`config.mk`:
```
export PLATFORM = sky130hd
export DESIGN_NAME = mtbs_queue
export DESIGN_NICKNAME = d
export VERILOG_FILES = /design/src/hw/rtl/mtbs_queue.sv
export SDC_FILE = /design/constraint.sdc
export NUM_CORES = 1
export LEC_CHECK = 0
export BUFFER_PORTS_ARGS = -buffer_cell sky130_fd_sc_hd__buf_2
export CAP_MARGIN = 20
export CORE_ASPECT_RATIO = 1.2
export CORE_UTILIZATION = 30
export CTS_BUF_LIST = sky130_fd_sc_hd__clkbuf_2 sky130_fd_sc_hd__clkbuf_4 sky130_fd_sc_hd__clkbuf_8
export CTS_CLUSTER_DIAMETER = 80
export DETAILED_ROUTE_END_ITERATION = 10
export PLACE_DENSITY_LB_ADDON = 0.2
export SLEW_MARGIN = 20
export SYNTH_ARGS = -nofsm -noshare
export SYNTH_HDL_FRONTEND = slang
export SYNTH_SLANG_ARGS = --single-unit
```
`constraint.sdc`:
```
create_clock -name clk -period 1.7 [get_ports clk]
set_input_delay 0.34 -clock clk [delete_from_list [all_inputs] [get_ports clk]]
set_output_delay 0.34 -clock clk [all_outputs]
set_load 0.02 [all_outputs]
```
`src/hw/rtl/mtbs_queue.sv`:
```
// ----------------------------------------------------------------------------
// mtbs_queue
// Two-entry queue between the classifier and the sampling engine.
// ----------------------------------------------------------------------------
`default_nettype none

module mtbs_queue #(
	parameter int W = 8
) (
	input  wire logic         clk,
	input  wire logic         arst_n,
	input  wire logic         in_valid,
	output logic              in_ready,
	input  wire logic [W-1:0] in_data,
	output logic              out_valid,
	input  wire logic         out_ready,
	output logic [W-1:0]      out_data
);

	logic [W-1:0] entry_q [2];
	logic         wr_ptr_q, rd_ptr_q;
	logic [1:0]   count_q;
	logic         push, pop;

	assign in_ready  = (count_q != 2'd2);
	assign out_valid = (count_q != 2'd0);
	assign push      = in_valid && in_ready;
	assign pop       = out_valid && out_ready;
	assign out_data  = entry_q[rd_ptr_q];

	always_ff @(posedge clk or negedge arst_n) begin
		if (!arst_n) begin
			wr_ptr_q <= 1'b0;
			rd_ptr_q <= 1'b0;
			count_q  <= 2'd0;
		end else begin
			if (push) wr_ptr_q <= ~wr_ptr_q;
			if (pop) rd_ptr_q <= ~rd_ptr_q;
			if (push && !pop) begin
				count_q <= count_q + 2'd1;
			end else if (pop && !push) begin
				count_q <= count_q - 2'd1;
			end
		end
	end

	always_ff @(posedge clk) begin
		if (push) entry_q[wr_ptr_q] <= in_data;
	end

endmodule

`default_nettype wire

```
==> results by group <==
Floorplanning
  – Starting Density: 33.11%
  – Die X-Extent: approximately 50 um
  – Core region area: 2377 sq um
  – Die height: 58.11 um
  – Die area: 2833 sq um
  – Num rows: 19
  – IO Pins: 22

GRT
  – First-pass GRT wire length: 1.814 mm
  – Largest net degree at the start of global routing: 12
  – GRT Util Overall: 8.896%
  – Initial antenna violation count: 0
  – Grt total ovfl: 0
  – Number of global-route vias before repair: ~430

Clock tree
  – CTS max path bufs: 2
  – Clock Latency Late Sink: roughly 0.28 ns
  – Clock sink total: 20
  – Clock transition at path regs: 0.10 ns
  – Num CTS Buffers: 3
  – CTS Root Cell: clkbuf_4
  – CTS tree: done
  – Clock H-tree levels: 1

Routing
  – Total number of vias: 423
  – DRT antenna net count: 0
  – First drt pass iteration count: 4
  – WL per Instance: between 10 and 15 um
  – Via density: 4.147
  – Post-route DRC: 0
  – Iter 0 DRT Violations: 2
  – DRT Wirelength: 1.116 mm

Worst setup path
  – CP Launch Type: flip-flop
  – Worst R2R End: count_q[1]
  – Reg2reg start: count_q[0]
  – Maximum fanout along the worst path: 4
  – Worst Setup End Kind: output pin
  – Worst Path Arrival: 1.30 ns
  – Reg2Reg Depth: 7
  – CP required: 1.36 ns
  – R2R setup slack: 0.24 ns
  – CP Class: flip-flop to output pin

Cells and area
  – Storage cell area: between 500 and 600 sq um
  – Layout area overhead: 24.96%
  – Layout fillers: roughly 240
  – Proportion of layout cells with a drive suffix above 1: 54.93%
  – Area of the multi-input gates: 197.7 sq um
  – Cell Count, Final, Fillers Out: 102
  – Antenna cells: 0
  – Final Net Count: 85

Pwr
  – Power Density: 1690 nW/um^2
  – LEAKAGE: between 0.4 and 0.5 nW
  – Peak supply drop: about 1100 uV

Placed design
  – Hpwl dp: 798.2 um
  – DP Cell Count: 95
  – Pre-CTS WS: 0.2484 ns
  – Port Buffer Count: 21
  – GP Congestion: 0.6476

STA
  – Min cycle time layout: 1.638 ns
  – Fmax: 0.6104 GHz
  – RSZ-0062 raised after global routing: false
  – Final worst slack: just over 0.06 ns
  – Hold Vio Cnt, Final: 0
  – Worst-margin pin slew: 0.3874 ns
  – Tcrit/Tclk final: 96.37%
  – Setup violations, final: 0
  – Final setup skew: around 0.0027 ns
  – Max Slew Vio Count: 0
  – Slew headroom: between 70% and 80%
  – Setup TNS: 0 ns

Synth
  – Synth Area per Inst: 18.30 sq um
  – Largest cells by area after synthesis: edfxtp_1 (61%), dfrtp_1 (13%), mux2_2 (11%)
  – Seq cells post-synth: 20
  – Cell Area, Synth: 787.0 sq um
  – YS warnings: 0
  – Sequential fraction of the synthesis area: 73.77%
  – Synth area leader: edfxtp_1
  – Synth cell types: 14
  – Cell count after synthesis: 43
  – Mapped Nets: between 50 and 60
  – Post-synth top area share: 61.05%

Hold path
  – Hold Crit Depth: 1
  – HP Start: in_data[3]
  – Worst Hold Path EP: entry_q[0][3]
  – Worst min path class: primary input to flip-flop

Run
  – MaxCap Viol Count: 0

Status
  – Status: complete, no violations
==> Yosys cell counts (all sizes together) <==
master  number
buf          1
nand2b       1
nand2        2
nor2         2
xor2         2
ha           1
mux2         8
inv          1
or2          1
edfxtp      16
and3         1
dfrtp        4
xnor2        3
==> logic make-up (layout without fill, tap and decap cells) <==
| group | Yosys count | count (layout) | share of synthesized area, % |
|---|---|---|---|
| muxes | 8 | 8 | 11.45 |
| xor gates and xnor gates | 5 | 5 | 5.565 |
| buffers and inverters | 2 | 30 | 1.112 |
| and+or+nand+nor | 7 | 7 | 6.518 |
| adders and majority gates | 1 | 1 | 1.590 |
| DFF | 20 | 20 | 73.77 |
==> how the worst max path moves through the flow <==
| stage | startpoint | endpoint |
|---|---|---|
| finish | rd_ptr_q | out_data[3] |
| CTS | rd_ptr_q | out_data[7] |
| floorplan | count_q[0] | entry_q[0][0] |
| global placement | rd_ptr_q | out_data[7] |
| detailed placement | rd_ptr_q | out_data[7] |
| global route | rd_ptr_q | out_data[3] |
==> worst max-delay path, stage by stage (launching register included) <==
cell and delay (ns):
dfrtp_2 0.36, buf_2 0.16, mux2_2 0.34, buf_2 0.16
==> flip-flops by register name (all words and copies together), names as in the netlist <==
name / count
entry_q: 16
wr_ptr_q: 1
count_q: 2
rd_ptr_q: 1
==> report_power, final <==
| part | switching, mW | internal, mW | leakage (nW) |
|---|---|---|---|
| sequential | 0.0653 | 0.686 | 0.194 |
| clock | 0.126 | 0.0851 | 0.0154 |
| combinational | 0.376 | 0.323 | 0.191 |
| total | 0.567 | 1.09 | 0.401 |
==> layout by cell type, fill, tap and decap left out <==
master	synthesis	layout
and3_1	1	1
buf_2	1	22
buf_4	0	2
clkbuf_4	0	3
clkinv_1	0	1
dfrtp_1	4	3
dfrtp_2	0	1
dlygate4sd3_1	0	1
edfxtp_1	16	16
ha_1	1	1
inv_1	1	1
mux2_2	8	8
nand2_1	1	1
nand2_4	1	1
nand2b_4	1	1
nor2_1	2	2
or2_4	1	1
xnor2_1	3	3
xor2_1	2	2
==> per-layer routing <==
metal	track usage [%]	up-vias	part of all wire [%]
li1	-	210	-
met1	9.349	200	40
met2	16.07	13	55
met3	2.362	0	4.7
met4	5.042	0	0
met5	0	-	0
==> area by class of cell <==
| class | instances | area share (%) |
|---|---|---|
| Clock inverter | 1 | 0.3817 |
| Clock buffer | 3 | 2.290 |
| Inverter | 1 | 0.3817 |
| Multi-Input combinational cell | 21 | 20.10 |
| Sequential cell | 20 | 59.16 |
| Timing Repair Buffer | 25 | 13.74 |
| Tap cell | 31 | 3.944 |
==> metrics by stage <==
step | hold slack (ns) | area [sq um] | util [%] | total power [mW]
finish | 0.2365 | 983.4 | 41.37 | 1.662
global route | 0.2119 | 983.4 | 41.37 | 1.771
CTS | 0.2284 | 970.9 | 40.84 | 1.657
detailed placement | 0.1543 | 933.4 | 39.26 | 1.438
global placement | 0.1531 | 933.4 | 39.26 | 1.431
floorplan | 0.04441 | 787.0 | - | 1.257
==> timing repair <==
action	CTS	global route
setup endpoints to repair	8	6
hold buffers	1	0
hold endpoints to repair	4	0
pin swaps	0	0
buffers inserted	0	2
resized for setup	1	0
gates cloned	0	0
Power figures use the tool's default switching activity.
