## src/hw/rtl/mtbs_pkg.sv

```systemverilog
// ----------------------------------------------------------------------------
// mtbs_pkg
// Shared types and constants of the masked texel bilinear sampler.
// ----------------------------------------------------------------------------
`default_nettype none

package mtbs_pkg;

	// fixed port field widths
	localparam int COORD_W      = 16;
	localparam int PORT_COLOR_W = 16;
	localparam int ADDR_IN_W    = 12;
	localparam int CFG_W        = 7;
	localparam int IN_DATA_W    = 96;
	localparam int OUT_DATA_W   = 48;
	localparam int KIND_W       = 2;

	localparam logic [6:0] RESET_ROW_STRIDE  = 7'd64;
	localparam logic [6:0] RESET_ROW_COUNT   = 7'd64;
	localparam logic [1:0] RESET_SAMPLE_MODE = 2'd1;
	localparam logic       RESET_MASK_ENABLE = 1'b1;

	localparam logic [1:0] MODE_NEAREST  = 2'd0;
	localparam logic [1:0] MODE_FALLBACK = 2'd1;
	localparam logic [1:0] MODE_STRICT   = 2'd2;

	localparam logic REQ_WRITE  = 1'b0;
	localparam logic REQ_SAMPLE = 1'b1;

	typedef enum logic [1:0] {
		REG_ROW_STRIDE  = 2'd0,
		REG_ROW_COUNT   = 2'd1,
		REG_SAMPLE_MODE = 2'd2,
		REG_MASK_ENABLE = 2'd3
	} reg_index_t;

	typedef enum logic [1:0] {
		KIND_WRITE  = 2'd0,
		KIND_SAMPLE = 2'd1,
		KIND_RANGE  = 2'd2
	} item_kind_t;

	typedef enum logic [1:0] {
		STATUS_BILINEAR = 2'd0,
		STATUS_NEAREST  = 2'd1,
		STATUS_MASKED   = 2'd2,
		STATUS_RANGE    = 2'd3
	} status_t;

	typedef enum logic [1:0] {
		ST_IDLE,
		ST_READ,
		ST_PICK,
		ST_OUT
	} back_state_t;

	typedef struct packed {
		logic [1:0] sample_mode;
		logic       mask_enable;
	} back_cfg_t;

endpackage

`default_nettype wire

```

## src/hw/rtl/mtbs_front.sv

```systemverilog
// ----------------------------------------------------------------------------
// mtbs_front
// Classifies incoming transactions: texel writes, in-range samples with their
// top-left store address, and samples whose neighbourhood leaves the image.
// ----------------------------------------------------------------------------
`default_nettype none

module mtbs_front #(
	parameter int MAX_ROWS   = 64,
	parameter int MAX_COLS   = 64,
	parameter int COLOR_BITS = 16,
	parameter int FRAC_BITS  = 8,
	localparam int DEPTH  = MAX_ROWS * MAX_COLS,
	localparam int AW     = $clog2(DEPTH),
	localparam int CW     = $clog2(MAX_COLS + 1),
	localparam int ITEM_W = mtbs_pkg::KIND_W + 1 + 3 * COLOR_BITS + 2 * FRAC_BITS + CW + AW
) (
	input  wire logic                           s_tvalid,
	output logic                                s_tready,
	// addr[11:0] red[27:12] green[43:28] blue[59:44] usable[60]
	// coord_row[76:61] coord_col[92:77], zero fill above
	input  wire logic [mtbs_pkg::IN_DATA_W-1:0] s_tdata,
	// req_type[0]
	input  wire logic                           s_tuser,
	input  wire logic [mtbs_pkg::CFG_W-1:0]     row_stride,
	input  wire logic [mtbs_pkg::CFG_W-1:0]     row_count,
	output logic                                q_valid,
	input  wire logic                           q_ready,
	output logic [ITEM_W-1:0]                   q_data
);

	localparam int RW  = $clog2(MAX_ROWS + 1);
	localparam int RBW = $clog2(MAX_ROWS);
	localparam int CBW = $clog2(MAX_COLS);
	localparam int IW  = mtbs_pkg::COORD_W - FRAC_BITS;
	localparam int PW  = RBW + CW;

	logic [mtbs_pkg::ADDR_IN_W-1:0]    addr_in;
	logic [mtbs_pkg::PORT_COLOR_W-1:0] red_in, green_in, blue_in;
	logic                              usable_in;
	logic [mtbs_pkg::COORD_W-1:0]      coord_row, coord_col;
	logic [CW-1:0]                     stride_c;
	logic [RW-1:0]                     rows_c;
	logic [IW-1:0]                     r_int, c_int;
	logic [PW-1:0]                     row_base;
	logic [AW-1:0]                     a0, item_addr;
	logic                              is_write, drop, oor;
	mtbs_pkg::item_kind_t              kind;

	assign addr_in   = s_tdata[11:0];
	assign red_in    = s_tdata[27:12];
	assign green_in  = s_tdata[43:28];
	assign blue_in   = s_tdata[59:44];
	assign usable_in = s_tdata[60];
	assign coord_row = s_tdata[76:61];
	assign coord_col = s_tdata[92:77];

	// saturate the geometry registers into the legal range
	always_comb begin
		if (row_stride == '0) begin
			stride_c = CW'(1);
		end else if (32'(row_stride) > MAX_COLS) begin
			stride_c = CW'(MAX_COLS);
		end else begin
			stride_c = CW'(row_stride);
		end
		if (row_count == '0) begin
			rows_c = RW'(1);
		end else if (32'(row_count) > MAX_ROWS) begin
			rows_c = RW'(MAX_ROWS);
		end else begin
			rows_c = RW'(row_count);
		end
	end

	assign r_int = coord_row[mtbs_pkg::COORD_W-1:FRAC_BITS];
	assign c_int = coord_col[mtbs_pkg::COORD_W-1:FRAC_BITS];

	assign oor = (32'(r_int) + 32'd1 >= 32'(rows_c)) || (32'(c_int) + 32'd1 >= 32'(stride_c));

	assign row_base = PW'(r_int[RBW-1:0]) * PW'(stride_c);
	assign a0       = AW'(row_base) + AW'(c_int[CBW-1:0]);

	assign is_write = (s_tuser == mtbs_pkg::REQ_WRITE);
	assign drop     = is_write && (32'(addr_in) >= DEPTH);

	always_comb begin
		if (is_write) begin
			kind      = mtbs_pkg::KIND_WRITE;
			item_addr = AW'(addr_in);
		end else if (oor) begin
			kind      = mtbs_pkg::KIND_RANGE;
			item_addr = a0;
		end else begin
			kind      = mtbs_pkg::KIND_SAMPLE;
			item_addr = a0;
		end
	end

	// writes beyond the store are consumed and dropped
	assign s_tready = q_ready;
	assign q_valid  = s_tvalid && !drop;
	assign q_data   = {kind, usable_in,
		COLOR_BITS'(blue_in), COLOR_BITS'(green_in), COLOR_BITS'(red_in),
		coord_col[FRAC_BITS-1:0], coord_row[FRAC_BITS-1:0], stride_c, item_addr};

endmodule

`default_nettype wire

```

## config.mk

```make
export PLATFORM = sky130hd
export DESIGN_NAME = mtbs_front
export DESIGN_NICKNAME = d
export VERILOG_FILES = /design/src/hw/rtl/mtbs_pkg.sv /design/src/hw/rtl/mtbs_front.sv
export SDC_FILE = /design/constraint.sdc
export NUM_CORES = 1
export LEC_CHECK = 0
export BUFFER_PORTS_ARGS = -buffer_cell sky130_fd_sc_hd__buf_4
export CAP_MARGIN = 20
export CORE_ASPECT_RATIO = 0.75
export CORE_MARGIN = 2
export CORE_UTILIZATION = 30
export DETAILED_ROUTE_END_ITERATION = 8
export PLACE_DENSITY = 0.59
export SLEW_MARGIN = 20
export SYNTH_ARGS = -nofsm -noshare
export SYNTH_HDL_FRONTEND = slang
export SYNTH_SLANG_ARGS = --single-unit
```

## constraint.sdc

```tcl
create_clock -name vclk -period 7.2
set_clock_uncertainty 0.1 [all_clocks]
set_input_delay 0.36 -clock vclk [all_inputs]
set_output_delay 0.36 -clock vclk [all_outputs]
set_load 0.01 [all_outputs]
```

==> impl_metrics.csv <==
group,metric,value,unit
status,status,"complete, no violations",
pwr,p_total,283.8,uW
cts,cts_resized,0,
placement,place.gp.congestion,0.7882,
setup_path,cpPeakStageDelay,0.55,ns
setup_path,end_kind,"primary output",
final_layout,instances_no_fill,445,
final_layout,utilization,31.57,%
die,die_y,87.35,um
synthesis,seq_area_frac_synth,0,%
die,placement_rows,30,
run,cap_violations,0,
setup_path,crit_chain,"buf_4, nor3_1, a21oi_1, nor2_1, nand2_1, fa_1, fa_1, inv_1, fa_1, inv_1, fa_1, inv_1, ha_1, o21ai_0, o21ai_0, a31oi_1, xnor2_1, mux2_2, buf_4",
sta,layout_setup_ws,1.645,ns
sta,rsz0062_at_grt,"false",
die,ios,201,
placement,dpl_worst_slack,1.645,ns
placement,portBuffers,64,
die,die_x,115.1,um
global_route,grt_use_met2,18.93,%
routing,wirelength,6175,um
die,die_area,10060,um^2
final_layout,area_growth,2.341,%
setup_path,cpMostUsedCell,"fa_1",
pwr,p_per_area,99.78,nW/um^2
global_route,grt_pass1_wl,10630,um
synthesis,syn_area,2779,um^2
global_route,grt_max_degree,16,
routing,drc,0,
sta,fin_tns_setup,0,ns
global_route,grt_usage,12.80,%
final_layout,n_clock_buffer,0,
final_layout,layout.nets,517,
synthesis,syn_inst,348,
synthesis,yosys_warnings,0,
routing,viasPerCell,4.780,
sta,min_period_over_period,77.16,%
final_layout,drive_gt1_share,23.72,%
placement,hpwlAfterDp,5272,um
global_route,grt_pass1_vias,2169,
sta,worst_pin_slew,0.7050,ns
setup_path,cp.required,6.74,ns
final_layout,antenna_cells,0,
global_route,grt_util_met3,2.296,%
synthesis,yosysUniqueCellTypes,37,
die,floorplan.initialDensity,30.85,%
pwr,p_leak,1.482,nW
routing,wire_per_inst,13.88,um
sta,max_freq,180.0,MHz
global_route,grt_remaining_overflow,0,
synthesis,syn-num-nets,530,
sta,slew_viol_final,0,
setup_path,setup.worst_path.start_class,"input port",
setup_path,critPathMaxFanout,8,
routing,antenna_left,0,
hold_path,hp-class,"input port to primary output",
global_route,antenna_found_initial,0,
setup_path,crit_family,"adder cells",
pwr,vdd_drop_max,61.37,uV
sta,fin_crit,5.555,ns
placement,dp.cells,445,
final_layout,ff_latch_area,0,um^2
cts,cts_setup_buffers,0,
synthesis,synth_area_per_cell,7.985,um^2
setup_path,crit_type,"input port to primary output",
setup_path,crit_arrival,5.10,ns
routing,vias,2127,
setup_path,path_buf_inv,5,
cts,hold_buffers,0,
setup_path,crit_slowest_cell,"fa_1",
sta,setup_violations,0,
global_route,met1_usage,20.06,%
die,core,9009,um^2
sta,slew-limit-headroom,52.90,%
routing,firstDrtPassIters,4,
routing,drtIter0Drc,67,
sta,hold_viol_final,0,
final_layout,design.seq.count,0,
global_route,grt_busiest_layer,"met1",
-- cell families after synthesis --
| family | Yosys count | synth area share (%) |
|---|---|---|
| adder cells (fa/ha/maj) | 69 | 37.28 |
| XOR/XNOR | 18 | 5.673 |
| AO/OA/AOI/OAI | 43 | 10.18 |
| buffers and inverters | 106 | 23.64 |
| multiplexers | 9 | 3.737 |
| AND/OR/NAND/NOR | 103 | 19.50 |
-- where the power goes --
group	internal, mW	switching (mW)	leakage (nW)
logic	0.134	0.150	1.48
clock network	0	0	0
registers	0	0	0
-- cells in the final DEF, fill, tap and decap left out, types with 6 or more instances in the layout --
cell type  instances
nand3_1            6
mux2_2             7
inv_1             27
xnor2_1           13
and2_1            26
o21ai_0            7
ha_1              46
buf_4             64
nor2_1            14
and2_2             6
a21oi_1           12
fa_1              23
nor2b_1            7
a21o_1             9
nand2_1           28
-- metal layers --
layer	part of all wire [%]	wire length [um]
met5	0	0
met4	0.31	19
met1	53	3265
met2	41	2544
met3	5.6	346
-- metrics by stage --
step	hold slack, ns	instance area (um^2)
after floorplan	0.7118	2779
after global placement	0.6201	2844
after detailed placement	0.6201	2844
after CTS	0.6201	2844
after global routing	0.6200	2844
final	0.6200	2844
-- layout make-up --
class                      instances  area (um^2)
inverter                          27        101.3
fill                             967         6165
multi-input combinational        242         2122
tap                              112        140.1
timing repair buffer              64        480.5
-- worst paths after layout --
path | startpoint | end | depth (start not counted)
worst min-delay path | s_tdata[23] | q_data[46] | 0
worst max-delay path | row_stride[1] | q_data[9] | 19
-- synth_stat cells (7+ instances only) --
master    count  share of area (%)
nor2b_1       7                1.6
buf_4        69                 19
xnor2_1      13                4.1
inv_1        27                3.6
fa_1         23                 17
a21oi_1      12                2.2
a21o_1        9                2.4
and2_1       26                5.9
ha_1         46                 21
nand2_1      28                3.8
clkbuf_1      9                1.2
mux2_2        7                2.8
o21ai_0       7                1.3
nor2_1       14                1.9
No activity file was read; power rests on OpenSTA's default activity.
